## config.mk

```make
export PLATFORM = sky130hd
export DESIGN_NAME = keyboard_report_change_encoder
export DESIGN_NICKNAME = d
export VERILOG_FILES = /design/src/rtl/krce_pkg.sv /design/src/rtl/krce_front.sv /design/src/rtl/krce_queue.sv /design/src/rtl/krce_back.sv /design/src/rtl/keyboard_report_change_encoder.sv
export SDC_FILE = /design/constraint.sdc
export NUM_CORES = 1
export LEC_CHECK = 0
export ABC_AREA = 1
export BUFFER_PORTS_ARGS = -buffer_cell sky130_fd_sc_hd__buf_2
export CAP_MARGIN = 20
export CORE_AREA = 3 3 295 210
export DETAILED_ROUTE_END_ITERATION = 10
export DIE_AREA = 0 0 298 213
export PLACE_DENSITY = 0.6
export SLEW_MARGIN = 15
export SYNTH_ARGS = -nofsm -noshare
export SYNTH_HDL_FRONTEND = slang
export SYNTH_SLANG_ARGS = --single-unit
```

## constraint.sdc

```tcl
create_clock -name clk -period 9.95 [get_ports clk]
set_input_delay 1.99 -clock clk [delete_from_list [all_inputs] [get_ports clk]]
set_output_delay 1.99 -clock clk [all_outputs]
set_load 0.02 [all_outputs]
```

## src/rtl/krce_pkg.sv

```systemverilog
`timescale 1ns / 1ps
// ----------------------------------------------------------------------------
// krce_pkg
// Event word formats and queue status type shared by the report change
// encoder modules.
// ----------------------------------------------------------------------------
package krce_pkg;

	localparam int CODE_W = 8;
	localparam int WORD_W = 16;

	localparam logic [2:0] MOD_START = 3'b110;
	localparam logic [2:0] MOD_STOP  = 3'b010;
	localparam logic [2:0] KEY_START = 3'b101;
	localparam logic [2:0] KEY_STOP  = 3'b011;

	typedef struct packed {
		logic full;
		logic empty;
	} krce_qstat_t;

	function automatic logic [WORD_W-1:0] mod_word(input logic [CODE_W-1:0] mods);
		return {MOD_START, 1'b0, mods, MOD_STOP, 1'b0};
	endfunction

	function automatic logic [WORD_W-1:0] key_word(input logic press,
			input logic [CODE_W-1:0] code);
		return {KEY_START, press, code, KEY_STOP, press};
	endfunction

endpackage

```

## src/rtl/krce_front.sv

```systemverilog
`timescale 1ns / 1ps
// ----------------------------------------------------------------------------
// krce_front
// Accepts reports, compares them with the stored previous report and
// queues one descriptor of all the events that the report causes, if any.
// ----------------------------------------------------------------------------
module krce_front
	import krce_pkg::*;
#(
	parameter int KEY_SLOTS = 6
) (
	input  logic                                 clk,
	input  logic                                 arst_n,
	input  logic                                 s_tvalid,
	output logic                                 s_tready,
	// modifier_bits, key_slot_0 .. key_slot_N-1
	input  logic [CODE_W*(KEY_SLOTS+1)-1:0]      s_tdata,
	input  krce_qstat_t                          qstat,
	output logic                                 push,
	output logic [2*KEY_SLOTS+1+CODE_W*(2*KEY_SLOTS+1)-1:0] push_data
);

	localparam int MASK_W = 2*KEY_SLOTS + 1;

	logic [CODE_W-1:0] prev_mod_q;
	logic [CODE_W-1:0] prev_keys_q [KEY_SLOTS];
	logic [CODE_W-1:0] mods;
	logic [CODE_W-1:0] keys [KEY_SLOTS];
	logic [KEY_SLOTS-1:0] release_v;
	logic [KEY_SLOTS-1:0] press_v;
	logic [MASK_W-1:0] mask;
	logic [CODE_W*KEY_SLOTS-1:0] prev_flat;
	logic accept;

	assign s_tready = !qstat.full;
	assign accept   = s_tvalid && s_tready;
	assign mods     = s_tdata[CODE_W-1:0];

	always_comb begin
		logic held_new;
		logic held_old;
		for (int i = 0; i < KEY_SLOTS; i++) begin
			keys[i] = s_tdata[CODE_W*(i+1) +: CODE_W];
		end
		for (int i = 0; i < KEY_SLOTS; i++) begin
			held_new = 1'b0;
			held_old = 1'b0;
			for (int j = 0; j < KEY_SLOTS; j++) begin
				held_new = held_new | (keys[j] == prev_keys_q[i]);
				held_old = held_old | (prev_keys_q[j] == keys[i]);
			end
			release_v[i] = (prev_keys_q[i] != '0) && !held_new;
			press_v[i]   = (keys[i] != '0) && !held_old;
			prev_flat[CODE_W*i +: CODE_W] = prev_keys_q[i];
		end
	end

	assign mask      = {press_v, release_v, mods != prev_mod_q};
	assign push      = accept && (mask != '0);
	assign push_data = {mask, mods, prev_flat, s_tdata[CODE_W*(KEY_SLOTS+1)-1:CODE_W]};

	always_ff @(posedge clk or negedge arst_n) begin
		if (!arst_n) begin
			prev_mod_q <= '0;
			for (int i = 0; i < KEY_SLOTS; i++) begin
				prev_keys_q[i] <= '0;
			end
		end else if (accept) begin
			prev_mod_q <= mods;
			for (int i = 0; i < KEY_SLOTS; i++) begin
				prev_keys_q[i] <= keys[i];
			end
		end
	end

endmodule

```

## src/rtl/krce_queue.sv

```systemverilog
`timescale 1ns / 1ps
// ----------------------------------------------------------------------------
// krce_queue
// Short first-in first-out queue of event descriptors between the front
// and the back part.
// ----------------------------------------------------------------------------
module krce_queue
	import krce_pkg::*;
#(
	parameter int WIDTH = 8,
	parameter int DEPTH = 2
) (
	input  logic             clk,
	input  logic             arst_n,
	input  logic             push,
	input  logic [WIDTH-1:0] push_data,
	input  logic             pop,
	output logic [WIDTH-1:0] pop_data,
	output krce_qstat_t      qstat
);

	localparam int PTR_W = (DEPTH > 1) ? $clog2(DEPTH) : 1;
	localparam int CNT_W = $clog2(DEPTH + 1);

	logic [WIDTH-1:0] mem_q [DEPTH];
	logic [PTR_W-1:0] wr_ptr_q;
	logic [PTR_W-1:0] rd_ptr_q;
	logic [CNT_W-1:0] count_q;

	assign qstat.full  = (count_q == CNT_W'(DEPTH));
	assign qstat.empty = (count_q == '0);
	assign pop_data    = mem_q[rd_ptr_q];

	always_ff @(posedge clk) begin
		if (push) begin
			mem_q[wr_ptr_q] <= push_data;
		end
	end

	always_ff @(posedge clk or negedge arst_n) begin
		if (!arst_n) begin
			wr_ptr_q <= '0;
			rd_ptr_q <= '0;
			count_q  <= '0;
		end else begin
			if (push) begin
				wr_ptr_q <= (wr_ptr_q == PTR_W'(DEPTH - 1)) ? '0 : wr_ptr_q + 1'b1;
			end
			if (pop) begin
				rd_ptr_q <= (rd_ptr_q == PTR_W'(DEPTH - 1)) ? '0 : rd_ptr_q + 1'b1;
			end
			case ({push, pop})
				2'b10:   count_q <= count_q + 1'b1;
				2'b01:   count_q <= count_q - 1'b1;
				default: count_q <= count_q;
			endcase
		end
	end

endmodule

```

## src/rtl/krce_back.sv

```systemverilog
`timescale 1ns / 1ps
// ----------------------------------------------------------------------------
// krce_back
// Takes event descriptors from the queue and sends one event word per
// cycle while the receiver is ready, through a registered output stage.
// ----------------------------------------------------------------------------
module krce_back
	import krce_pkg::*;
#(
	parameter int KEY_SLOTS = 6
) (
	input  logic                                 clk,
	input  logic                                 arst_n,
	input  krce_qstat_t                          qstat,
	input  logic [2*KEY_SLOTS+1+CODE_W*(2*KEY_SLOTS+1)-1:0] pop_data,
	output logic                                 pop,
	output logic                                 m_tvalid,
	input  logic                                 m_tready,
	// event_word
	output logic [WORD_W-1:0]                    m_tdata,
	output logic                                 m_tlast
);

	localparam int MASK_W = 2*KEY_SLOTS + 1;
	localparam int KB_W   = CODE_W*KEY_SLOTS;

	logic [MASK_W-1:0] mask_q;
	logic [CODE_W-1:0] mod_q;
	logic [KB_W-1:0]   prev_q;
	logic [KB_W-1:0]   new_q;
	logic [MASK_W-1:0] sel;
	logic [MASK_W-1:0] rest;
	logic [MASK_W-1:0] next_mask;
	logic [WORD_W-1:0] word;
	logic              adv;
	logic              valid_q;
	logic [WORD_W-1:0] data_q;
	logic              last_q;

	assign sel       = mask_q & (~mask_q + 1'b1);
	assign rest      = mask_q & ~sel;
	assign adv       = (mask_q != '0) && (!valid_q || m_tready);
	assign next_mask = adv ? rest : mask_q;
	assign pop       = (next_mask == '0) && !qstat.empty;

	always_comb begin
		word = sel[0] ? mod_word(mod_q) : '0;
		for (int i = 0; i < KEY_SLOTS; i++) begin
			if (sel[1+i]) begin
				word = word | key_word(1'b0, prev_q[CODE_W*i +: CODE_W]);
			end
			if (sel[1+KEY_SLOTS+i]) begin
				word = word | key_word(1'b1, new_q[CODE_W*i +: CODE_W]);
			end
		end
	end

	always_ff @(posedge clk or negedge arst_n) begin
		if (!arst_n) begin
			mask_q  <= '0;
			valid_q <= 1'b0;
		end else begin
			mask_q <= pop ? pop_data[MASK_W+CODE_W+2*KB_W-1 -: MASK_W] : next_mask;
			if (adv) begin
				valid_q <= 1'b1;
			end else if (m_tready) begin
				valid_q <= 1'b0;
			end
		end
	end

	always_ff @(posedge clk) begin
		if (pop) begin
			mod_q  <= pop_data[2*KB_W +: CODE_W];
			prev_q <= pop_data[KB_W +: KB_W];
			new_q  <= pop_data[KB_W-1:0];
		end
		if (adv) begin
			data_q <= word;
			last_q <= (rest == '0);
		end
	end

	assign m_tvalid = valid_q;
	assign m_tdata  = data_q;
	assign m_tlast  = last_q;

endmodule

```

## src/rtl/keyboard_report_change_encoder.sv

```systemverilog
`timescale 1ns / 1ps
// ----------------------------------------------------------------------------
// keyboard_report_change_encoder
// Compares each keyboard report with the previous one and sends a run of
// 16-bit modifier, release and press event words.
// ----------------------------------------------------------------------------
// The first event word of a report passes the queue, the back part's mask register and
// the output register. The output stage sends one event word per cycle while the
// receiver is ready; a report causes at most 2*KEY_SLOTS+1 words.
// The front takes one report per cycle while the two-entry queue has room.
// Reset clears the stored previous report to zero and empties queue and output.
// ----------------------------------------------------------------------------
module keyboard_report_change_encoder
	import krce_pkg::*;
#(
	parameter int KEY_SLOTS = 6
) (
	input  logic                            clk,
	input  logic                            arst_n,
	input  logic                            s_tvalid,
	output logic                            s_tready,
	// modifier_bits, key_slot_0 .. key_slot_N-1
	input  logic [CODE_W*(KEY_SLOTS+1)-1:0] s_tdata,
	output logic                            m_tvalid,
	input  logic                            m_tready,
	// event_word
	output logic [WORD_W-1:0]               m_tdata,
	// last_of_run
	output logic                            m_tlast
);

	localparam int ENTRY_W = 2*KEY_SLOTS + 1 + CODE_W*(2*KEY_SLOTS + 1);

	krce_qstat_t        qstat;
	logic               push;
	logic               pop;
	logic [ENTRY_W-1:0] push_data;
	logic [ENTRY_W-1:0] pop_data;

	krce_front #(.KEY_SLOTS(KEY_SLOTS)) u_front (
		.clk       (clk),
		.arst_n    (arst_n),
		.s_tvalid  (s_tvalid),
		.s_tready  (s_tready),
		.s_tdata   (s_tdata),
		.qstat     (qstat),
		.push      (push),
		.push_data (push_data)
	);

	krce_queue #(.WIDTH(ENTRY_W), .DEPTH(2)) u_queue (
		.clk       (clk),
		.arst_n    (arst_n),
		.push      (push),
		.push_data (push_data),
		.pop       (pop),
		.pop_data  (pop_data),
		.qstat     (qstat)
	);

	krce_back #(.KEY_SLOTS(KEY_SLOTS)) u_back (
		.clk      (clk),
		.arst_n   (arst_n),
		.qstat    (qstat),
		.pop_data (pop_data),
		.pop      (pop),
		.m_tvalid (m_tvalid),
		.m_tready (m_tready),
		.m_tdata  (m_tdata),
		.m_tlast  (m_tlast)
	);

	a_no_overflow: assert property (@(posedge clk) disable iff (!arst_n)
		push |-> !qstat.full)
		else $error("queue written while full");

	a_no_underflow: assert property (@(posedge clk) disable iff (!arst_n)
		pop |-> !qstat.empty)
		else $error("queue read while empty");

	a_word_format: assert property (@(posedge clk) disable iff (!arst_n)
		m_tvalid |-> ((m_tdata[15:13] == MOD_START && m_tdata[3:1] == MOD_STOP &&
			!m_tdata[12] && !m_tdata[0]) ||
			(m_tdata[15:13] == KEY_START && m_tdata[3:1] == KEY_STOP &&
			m_tdata[12] == m_tdata[0])))
		else $error("malformed event word");

	a_mod_first: assert property (@(posedge clk) disable iff (!arst_n)
		(m_tvalid && m_tready && !m_tlast) |=>
			!(m_tvalid && m_tdata[15:13] == MOD_START))
		else $error("modifier word inside a run");

endmodule

```

==> metrics.cfg, run 1 <==
[cells_and_area]
fin_area_mm2=0.0230
final_nets=2312
fin_util_pct=38.7
antenna_cells=0
fillers=5926
drive_above_1_share_pct=7.98
area_growth_pct=11.1

[drt]
ant_nets=0
drc=0
first_pass_iters=5
num_vias=15900
drtIter0Drc=2217
wl_per_cell_um=23.5
routed_via_density=5.15
wl_um=72700

[hold_path]
hp-class=reg -> reg
hp-start=u_queue.wr_ptr_q$_DFFE_PN0P_

[timing]
tns_ns=0
tightestPinTransition_ns=1.01
relSlewSlack_pct=32.8
hold_viol_final=0
rsz0062_at_grt=false
fin_crit_sh_pct=49.4
setup_violations=0
max_freq_ghz=0.203
setup_slack_ns=5.03
period_needed_ns=4.92
drv_slew=0
holdWs_ns=0.476
skew_ns=0.0299

[synthesis]
synthArstFlopShare_pct=17.4
synth_ff_type=edfxtp_1
ys_ff_latch=425
synth_top_cell_area_share_pct=50.8
synthesis.nets=2317
ys_types=39
syn_area_per_cell_um2=9.20
synthCells=2256
synth.area.top_cells=edfxtp_1 51%, nand2_1 18%, dfrtp_1 8.9%
yosysTopAreaCell=edfxtp_1
yosys-top-cells-count=1005 x nand2_1, 351 x edfxtp_1, 171 x xnor2_1
ys.warnings.count=0
netlist_area_mm2=0.0207
synth.most_common_cell=nand2_1
ys_seq_area_share_pct=59.7
synth_edf_count=351

[setup_path]
r2r-start=u_back.mask_q[7]$_DFF_PN0_
crit_path_end_kind=flop
crit_top_cell=nand2_1
slowest_stage=inv_4
cp-start-kind=input port
cpPeakStageDelay_ns=0.51
required_ns=10.17
startpoint=s_tdata[53]
critical_path.max_fanout=50
critPathKind=in -> reg
crit_chain=buf_2 -> inv_1 -> nand2_1 -> nand2_1 -> nand3_1 -> nor2_1 -> nand2_1 -> nand2_1 -> nor2_1 -> nand2_1 -> nand2_1 -> inv_1 -> nand2_1 -> nor2_1 -> nand2_1 -> nand3_1 -> inv_4 -> buf_4 -> buf_16
cp.arrival_ns=5.14

[place]
detailed_place.area_mm2=0.0217
portBuffers=77
routabilityCongestion=1.02
hpwlAfterDp_um=50900
preCtsSetupSlack_ns=4.25

[die]
pin_count=79
rows=75
fp.dieH_um=213
initial_core_util_pct=34.9
dieArea_mm2=0.0635
die_w_um=298
core_area_mm2=0.0595

[cts]
htree_num_levels=2
cts_sinks=425
cts_made_buffers=41
cts_resized=0
path_clk_slew_ns=0.06
postCtsHoldBufs=0
cts-root-buf=clkbuf_16
clk_latency_ns=0.57
post_cts_buffers=0
cts_tree=built
cts_buffer_depth=3

[global_route]
overflow=0
grt_pass1_vias=14700
grt_max_degree=89
antenna_found_initial=5
gr-usage-all-layers_pct=22.5
grt_pass1_wl_um=104000

[flow_run]
cap_viol_max_count=0

[pwr]
p_per_area_mw_per_mm2=312
leakage_nw=9.56
vdd_drop_max_mv=0.129

[outcome]
status=complete, no violations

-- flip-flops by register name (all words and copies together) (netlist names) --
register            flops
u_queue.mem_q         234
u_queue.rd_ptr_q        1
u_back.m_tvalid         1
u_back.m_tdata         12
u_back.new_q           48
u_back.mod_q            8
u_front.push_data      48
u_back.mask_q          13
u_queue.count_q         2
u_back.prev_q          48
u_back.m_tlast          1
u_front.prev_mod_q      8
u_queue.wr_ptr_q        1
-- where the power goes --
group | total (mW) | internal [mW] | leakage [nW] | switching, mW
Clock | 1.54 | 0.833 | 0.646 | 0.708
Sequential | 3.39 | 2.67 | 4.12 | 0.724
Combinational | 2.27 | 0.711 | 4.80 | 1.55
Total | 7.20 | 4.21 | 9.56 | 2.99
-- placed cells by master (no fill, tap or decap), types with 7 or more instances in the layout --
cell | synthesis | layout
nand2_1 | 1005 | 1004
edfxtp_1 | 351 | 351
xnor2_1 | 171 | 171
inv_1 | 136 | 134
nor2_1 | 119 | 118
buf_2 | 14 | 76
dfrtp_1 | 74 | 73
o21ai_0 | 67 | 67
nand3_1 | 50 | 50
nand4_1 | 44 | 44
clkbuf_16 | 0 | 41
buf_4 | 4 | 16
nor4_1 | 15 | 15
a21oi_1 | 13 | 13
a221oi_1 | 13 | 13
clkinv_2 | 0 | 11
clkinv_1 | 2 | 10
xor2_1 | 9 | 9
nor2_2 | 8 | 8
nor3_1 | 7 | 7
-- metal layers --
metal | vias to the layer above | track usage (%) | share of wire (%)
met5 | - | 0 | 0.044
met2 | 868 | 31.5 | 40
met4 | 6 | 5.22 | 2.2
met1 | 7678 | 34.8 | 45
met3 | 134 | 5.50 | 12
li1 | 7219 | - | -
-- per-stage QoR --
step | power (mW) | std cells
final | 7.20 | 3089
after global routing | 7.55 | 3089
after CTS | 7.14 | 3087
after detailed placement | 5.61 | 3014
after global placement | 5.58 | 3014
after floorplan | 4.66 | 2256
-- worst paths after layout --
| path | to | slack, ns | cells past startpoint |
|---|---|---|---|
| hold / removal | u_queue.wr_ptr_q$_DFFE_PN0P_ | 0.48 | 2 |
| hold reg to reg | u_queue.wr_ptr_q$_DFFE_PN0P_ | 0.48 | 2 |
| setup / recovery | u_queue.mem_q[0][36]$_DFFE_PP_ | 5.03 | 19 |
| setup reg to reg | u_back.new_q[43]$_DFFE_PP_ | 5.43 | 11 |
| max in group asynchronous | u_front.push_data[52]$_DFFE_PN0P_ | 7.32 | 2 |
| min in group asynchronous | u_front.prev_mod_q[0]$_DFFE_PN0P_ | 1.30 | 1 |
-- final cells by class --
cell class / instances / area [µm²] / share of cell area, %
multi-input combinational: 1549 / 7250 / 31.5
clock inverter: 27 / 238 / 1.03
clock buffer: 46 / 1060 / 4.62
inverter: 140 / 532 / 2.31
tap: 808 / 1010 / 4.39
timing repair buffer: 94 / 556 / 2.41
sequential: 425 / 12400 / 53.8
-- critical path: cells and delay by family --
family | cells | cell delay [ns]
and+or+nand+nor | 13 | 1.21
buffers and inverters | 6 | 1.86
-- cells by family (layout without fill, tap and decap cells) --
group | Yosys count | count (layout) | share of synthesized area [%]
buffers and inverters | 282 | 307 | 5.37
xor gates and xnor gates | 180 | 180 | 7.60
DFF | 425 | 425 | 59.7
AOI/OAI and AO/OA | 104 | 104 | 2.88
adders and majority gates | 1 | 1 | 0.0603
other | 1 | 1 | 0.0181
and+or+nand+nor | 1263 | 1263 | 24.3
Power figures use the tool's default switching activity.
==> run 2: changes to the inputs <==
- clock period: 9.95 -> 5.1 ns (I/O delays scaled with it)
==> run 2 against run 1 <==
Final area hardly changed. Die area stayed put. Utilization hardly changed. Global-route usage is 1.1 points lower. Critical path depth is 2 lower. Sequential cell count stayed put. Combinational power is 95% higher. Register-to-register slack worse by 4.3 ns. Count of clock-buffer cells in the layout is 4 higher. Non-clock buffer count stayed put. Sequential power is 91% higher. Clock skew is 0.00051 ns lower. Critical endpoint is now u_queue.mem_q[1][96]$_DFFE_PP_. Highest routed layer unchanged.
==> metrics.cfg, run 2 (synthesized netlist as in run 1, its figures left out) <==
[outcome]
status=complete, no violations

[flow_run]
cap_viol_max_count=0  ; unchanged

[place]
detailed_place.area_mm2=0.0218  ; +0.33%
hpwlAfterDp_um=48900  ; -3.8%
preCtsSetupSlack_ns=0.891  ; -3.36 ns
portBuffers=77  ; unchanged
dp.cells=3016  ; +0.066%
routabilityCongestion=1.02  ; -0.43%

[die]
fp.dieH_um=213  ; unchanged
die_w_um=298  ; unchanged
pin_count=79  ; unchanged
dieArea_mm2=0.0635  ; unchanged
core_area_mm2=0.0595  ; unchanged
rows=75  ; unchanged
initial_core_util_pct=34.9  ; unchanged

[timing]
setup_violations=0  ; unchanged
fin_crit_sh_pct=78.5
max_freq_ghz=0.250
drv_slew=0  ; unchanged
rsz0062_at_grt=false
skew_ns=0.0294  ; -0.000507 ns
hold_viol_final=0  ; unchanged
holdWs_ns=0.479  ; +0.00376 ns
period_needed_ns=4.00
tns_ns=0  ; unchanged
setup_slack_ns=1.10  ; -3.94 ns
relSlewSlack_pct=29.2  ; -3.5 points
tightestPinTransition_ns=1.06  ; +0.0493 ns

[cells_and_area]
final_nets=2311  ; -0.043%
fin_util_pct=38.8  ; about the same
drive_above_1_share_pct=8.15  ; +0.17 points
fin_area_mm2=0.0231  ; about the same
area_growth_pct=11.2  ; about the same
largest_reg_flops=234  ; unchanged
stdcell_count=3094  ; +0.16%
regMostFlops=u_queue.mem_q
most-common-layout-cells=1004 x nand2_1, 351 x edfxtp_1, 171 x xnor2_1
final_common_cell=nand2_1

[global_route]
grt_pass1_wl_um=99800  ; -4.0%
grtUsageMet2_pct=29.5  ; -2.0 points
use_met1_pct=33.7  ; -1.1 points
busiest_layer=met1
use_met3_pct=4.70  ; -0.80 points
grt_pass1_vias=14600  ; -0.87%
overflow=0  ; unchanged
grt_max_degree=118  ; +33%
gr-usage-all-layers_pct=21.5  ; -1.1 points
antenna_found_initial=10  ; +5

[setup_path]
crit_top_cell=nand2_1
cp-start-kind=flop
crit_path_end_kind=flop
critical_path.max_fanout=117  ; +130%
cpPeakStageDelay_ns=0.71  ; +0.20 ns
slowest_stage=dfrtp_1
critPathKind=reg -> reg
critPathBufInv=3  ; -3
cp.arrival_ns=4.19  ; -0.95 ns
required_ns=5.28  ; -4.89 ns
critPathTopFamily=simple AND/OR/NAND/NOR gates
crit_chain=inv_1 -> nand2_1 -> nand2_1 -> nand2_1 -> nor2_1 -> nand2_1 -> nand2_1 -> nor2_1 -> nand2_1 -> nand2_1 -> inv_1 -> nand2_1 -> nor2_1 -> nand2_1 -> nand2_1 -> nor2_4 -> buf_12

[pwr]
leakage_nw=9.55  ; -0.16%
p_per_area_mw_per_mm2=602  ; +93%
vdd_drop_max_mv=0.262  ; +100%
finalPower_mw=13.9  ; +93%

[drt]
wl_per_cell_um=22.5  ; -4.4%
first_pass_iters=5  ; unchanged
drc=0  ; unchanged
drtIter0Drc=2344  ; +5.7%
wl_um=69600  ; -4.2%
num_vias=15900  ; -0.019%
routed_via_density=5.14  ; -0.18%
ant_nets=0  ; unchanged

[cts]
cts_made_buffers=40  ; -2.4%
cts_tree=built
post_cts_buffers=0  ; unchanged
cts_resized=0  ; unchanged
clk_latency_ns=0.58  ; about the same
path_clk_slew_ns=0.07  ; about the same
cts_sinks=425  ; unchanged
htree_num_levels=2  ; unchanged
postCtsHoldBufs=0  ; unchanged
cts_buffer_depth=3  ; unchanged
cts-root-buf=clkbuf_16

[hold_path]
hp-class=reg -> reg

## run 2: where the power goes
part | total [mW] | internal (mW) | switching, mW
clock network | 2.98 | 1.60 | 1.38
logic | 4.43 | 1.40 | 3.02
registers | 6.48 | 5.21 | 1.27
## run 2: cell type report
type,instances,area (µm²)
diodes,4,10.0
clock buffers,50,1090
clock inverters,24,204
fillers,5895,36400
inverters,140,532
multi-input cells,1549,7250
flip-flops and latches,425,12400
well taps,808,1010
repair buffers,94,569
## run 2: metal layers
| metal | share of wire [%] | wire, µm | vias to the layer above |
|---|---|---|---|
| li1 | - | - | 7237 |
| met1 | 46 | 31900 | 7615 |
| met2 | 40 | 27500 | 913 |
| met3 | 12 | 8370 | 133 |
| met4 | 2.5 | 1770 | 4 |
| met5 | 0.033 | 23 | - |
## run 2: path summary, 6_finish.rpt
kind | from | to | slack [ns] | depth (start not counted)
worst min register to register | u_queue.wr_ptr_q$_DFFE_PN0P_ | u_queue.wr_ptr_q$_DFFE_PN0P_ | 0.48 | 2
max in group asynchronous | arst_n | u_front.push_data[94]$_DFFE_PN0P_ | 3.46 | 2
worst max-delay path | u_front.push_data[85]$_DFFE_PN0P_ | u_queue.mem_q[1][96]$_DFFE_PP_ | 1.10 | 17
worst max register to register | u_front.push_data[85]$_DFFE_PN0P_ | u_queue.mem_q[1][96]$_DFFE_PP_ | 1.10 | 17
min in group asynchronous | arst_n | u_front.prev_mod_q[6]$_DFFE_PN0P_ | 0.52 | 1
worst min-delay path | u_queue.wr_ptr_q$_DFFE_PN0P_ | u_queue.wr_ptr_q$_DFFE_PN0P_ | 0.48 | 2
## run 2: worst register-to-register path, stage by stage (launching register included)
cell and delay, ns:
dfrtp_1 0.71, inv_1 0.40, nand2_1 0.14, nand2_1 0.08, nand2_1 0.07, nor2_1 0.06
nand2_1 0.12, nand2_1 0.07, nor2_1 0.21, nand2_1 0.22, nand2_1 0.12, inv_1 0.04
nand2_1 0.13, nor2_1 0.06, nand2_1 0.14, nand2_1 0.22, nor2_4 0.19, buf_12 0.53
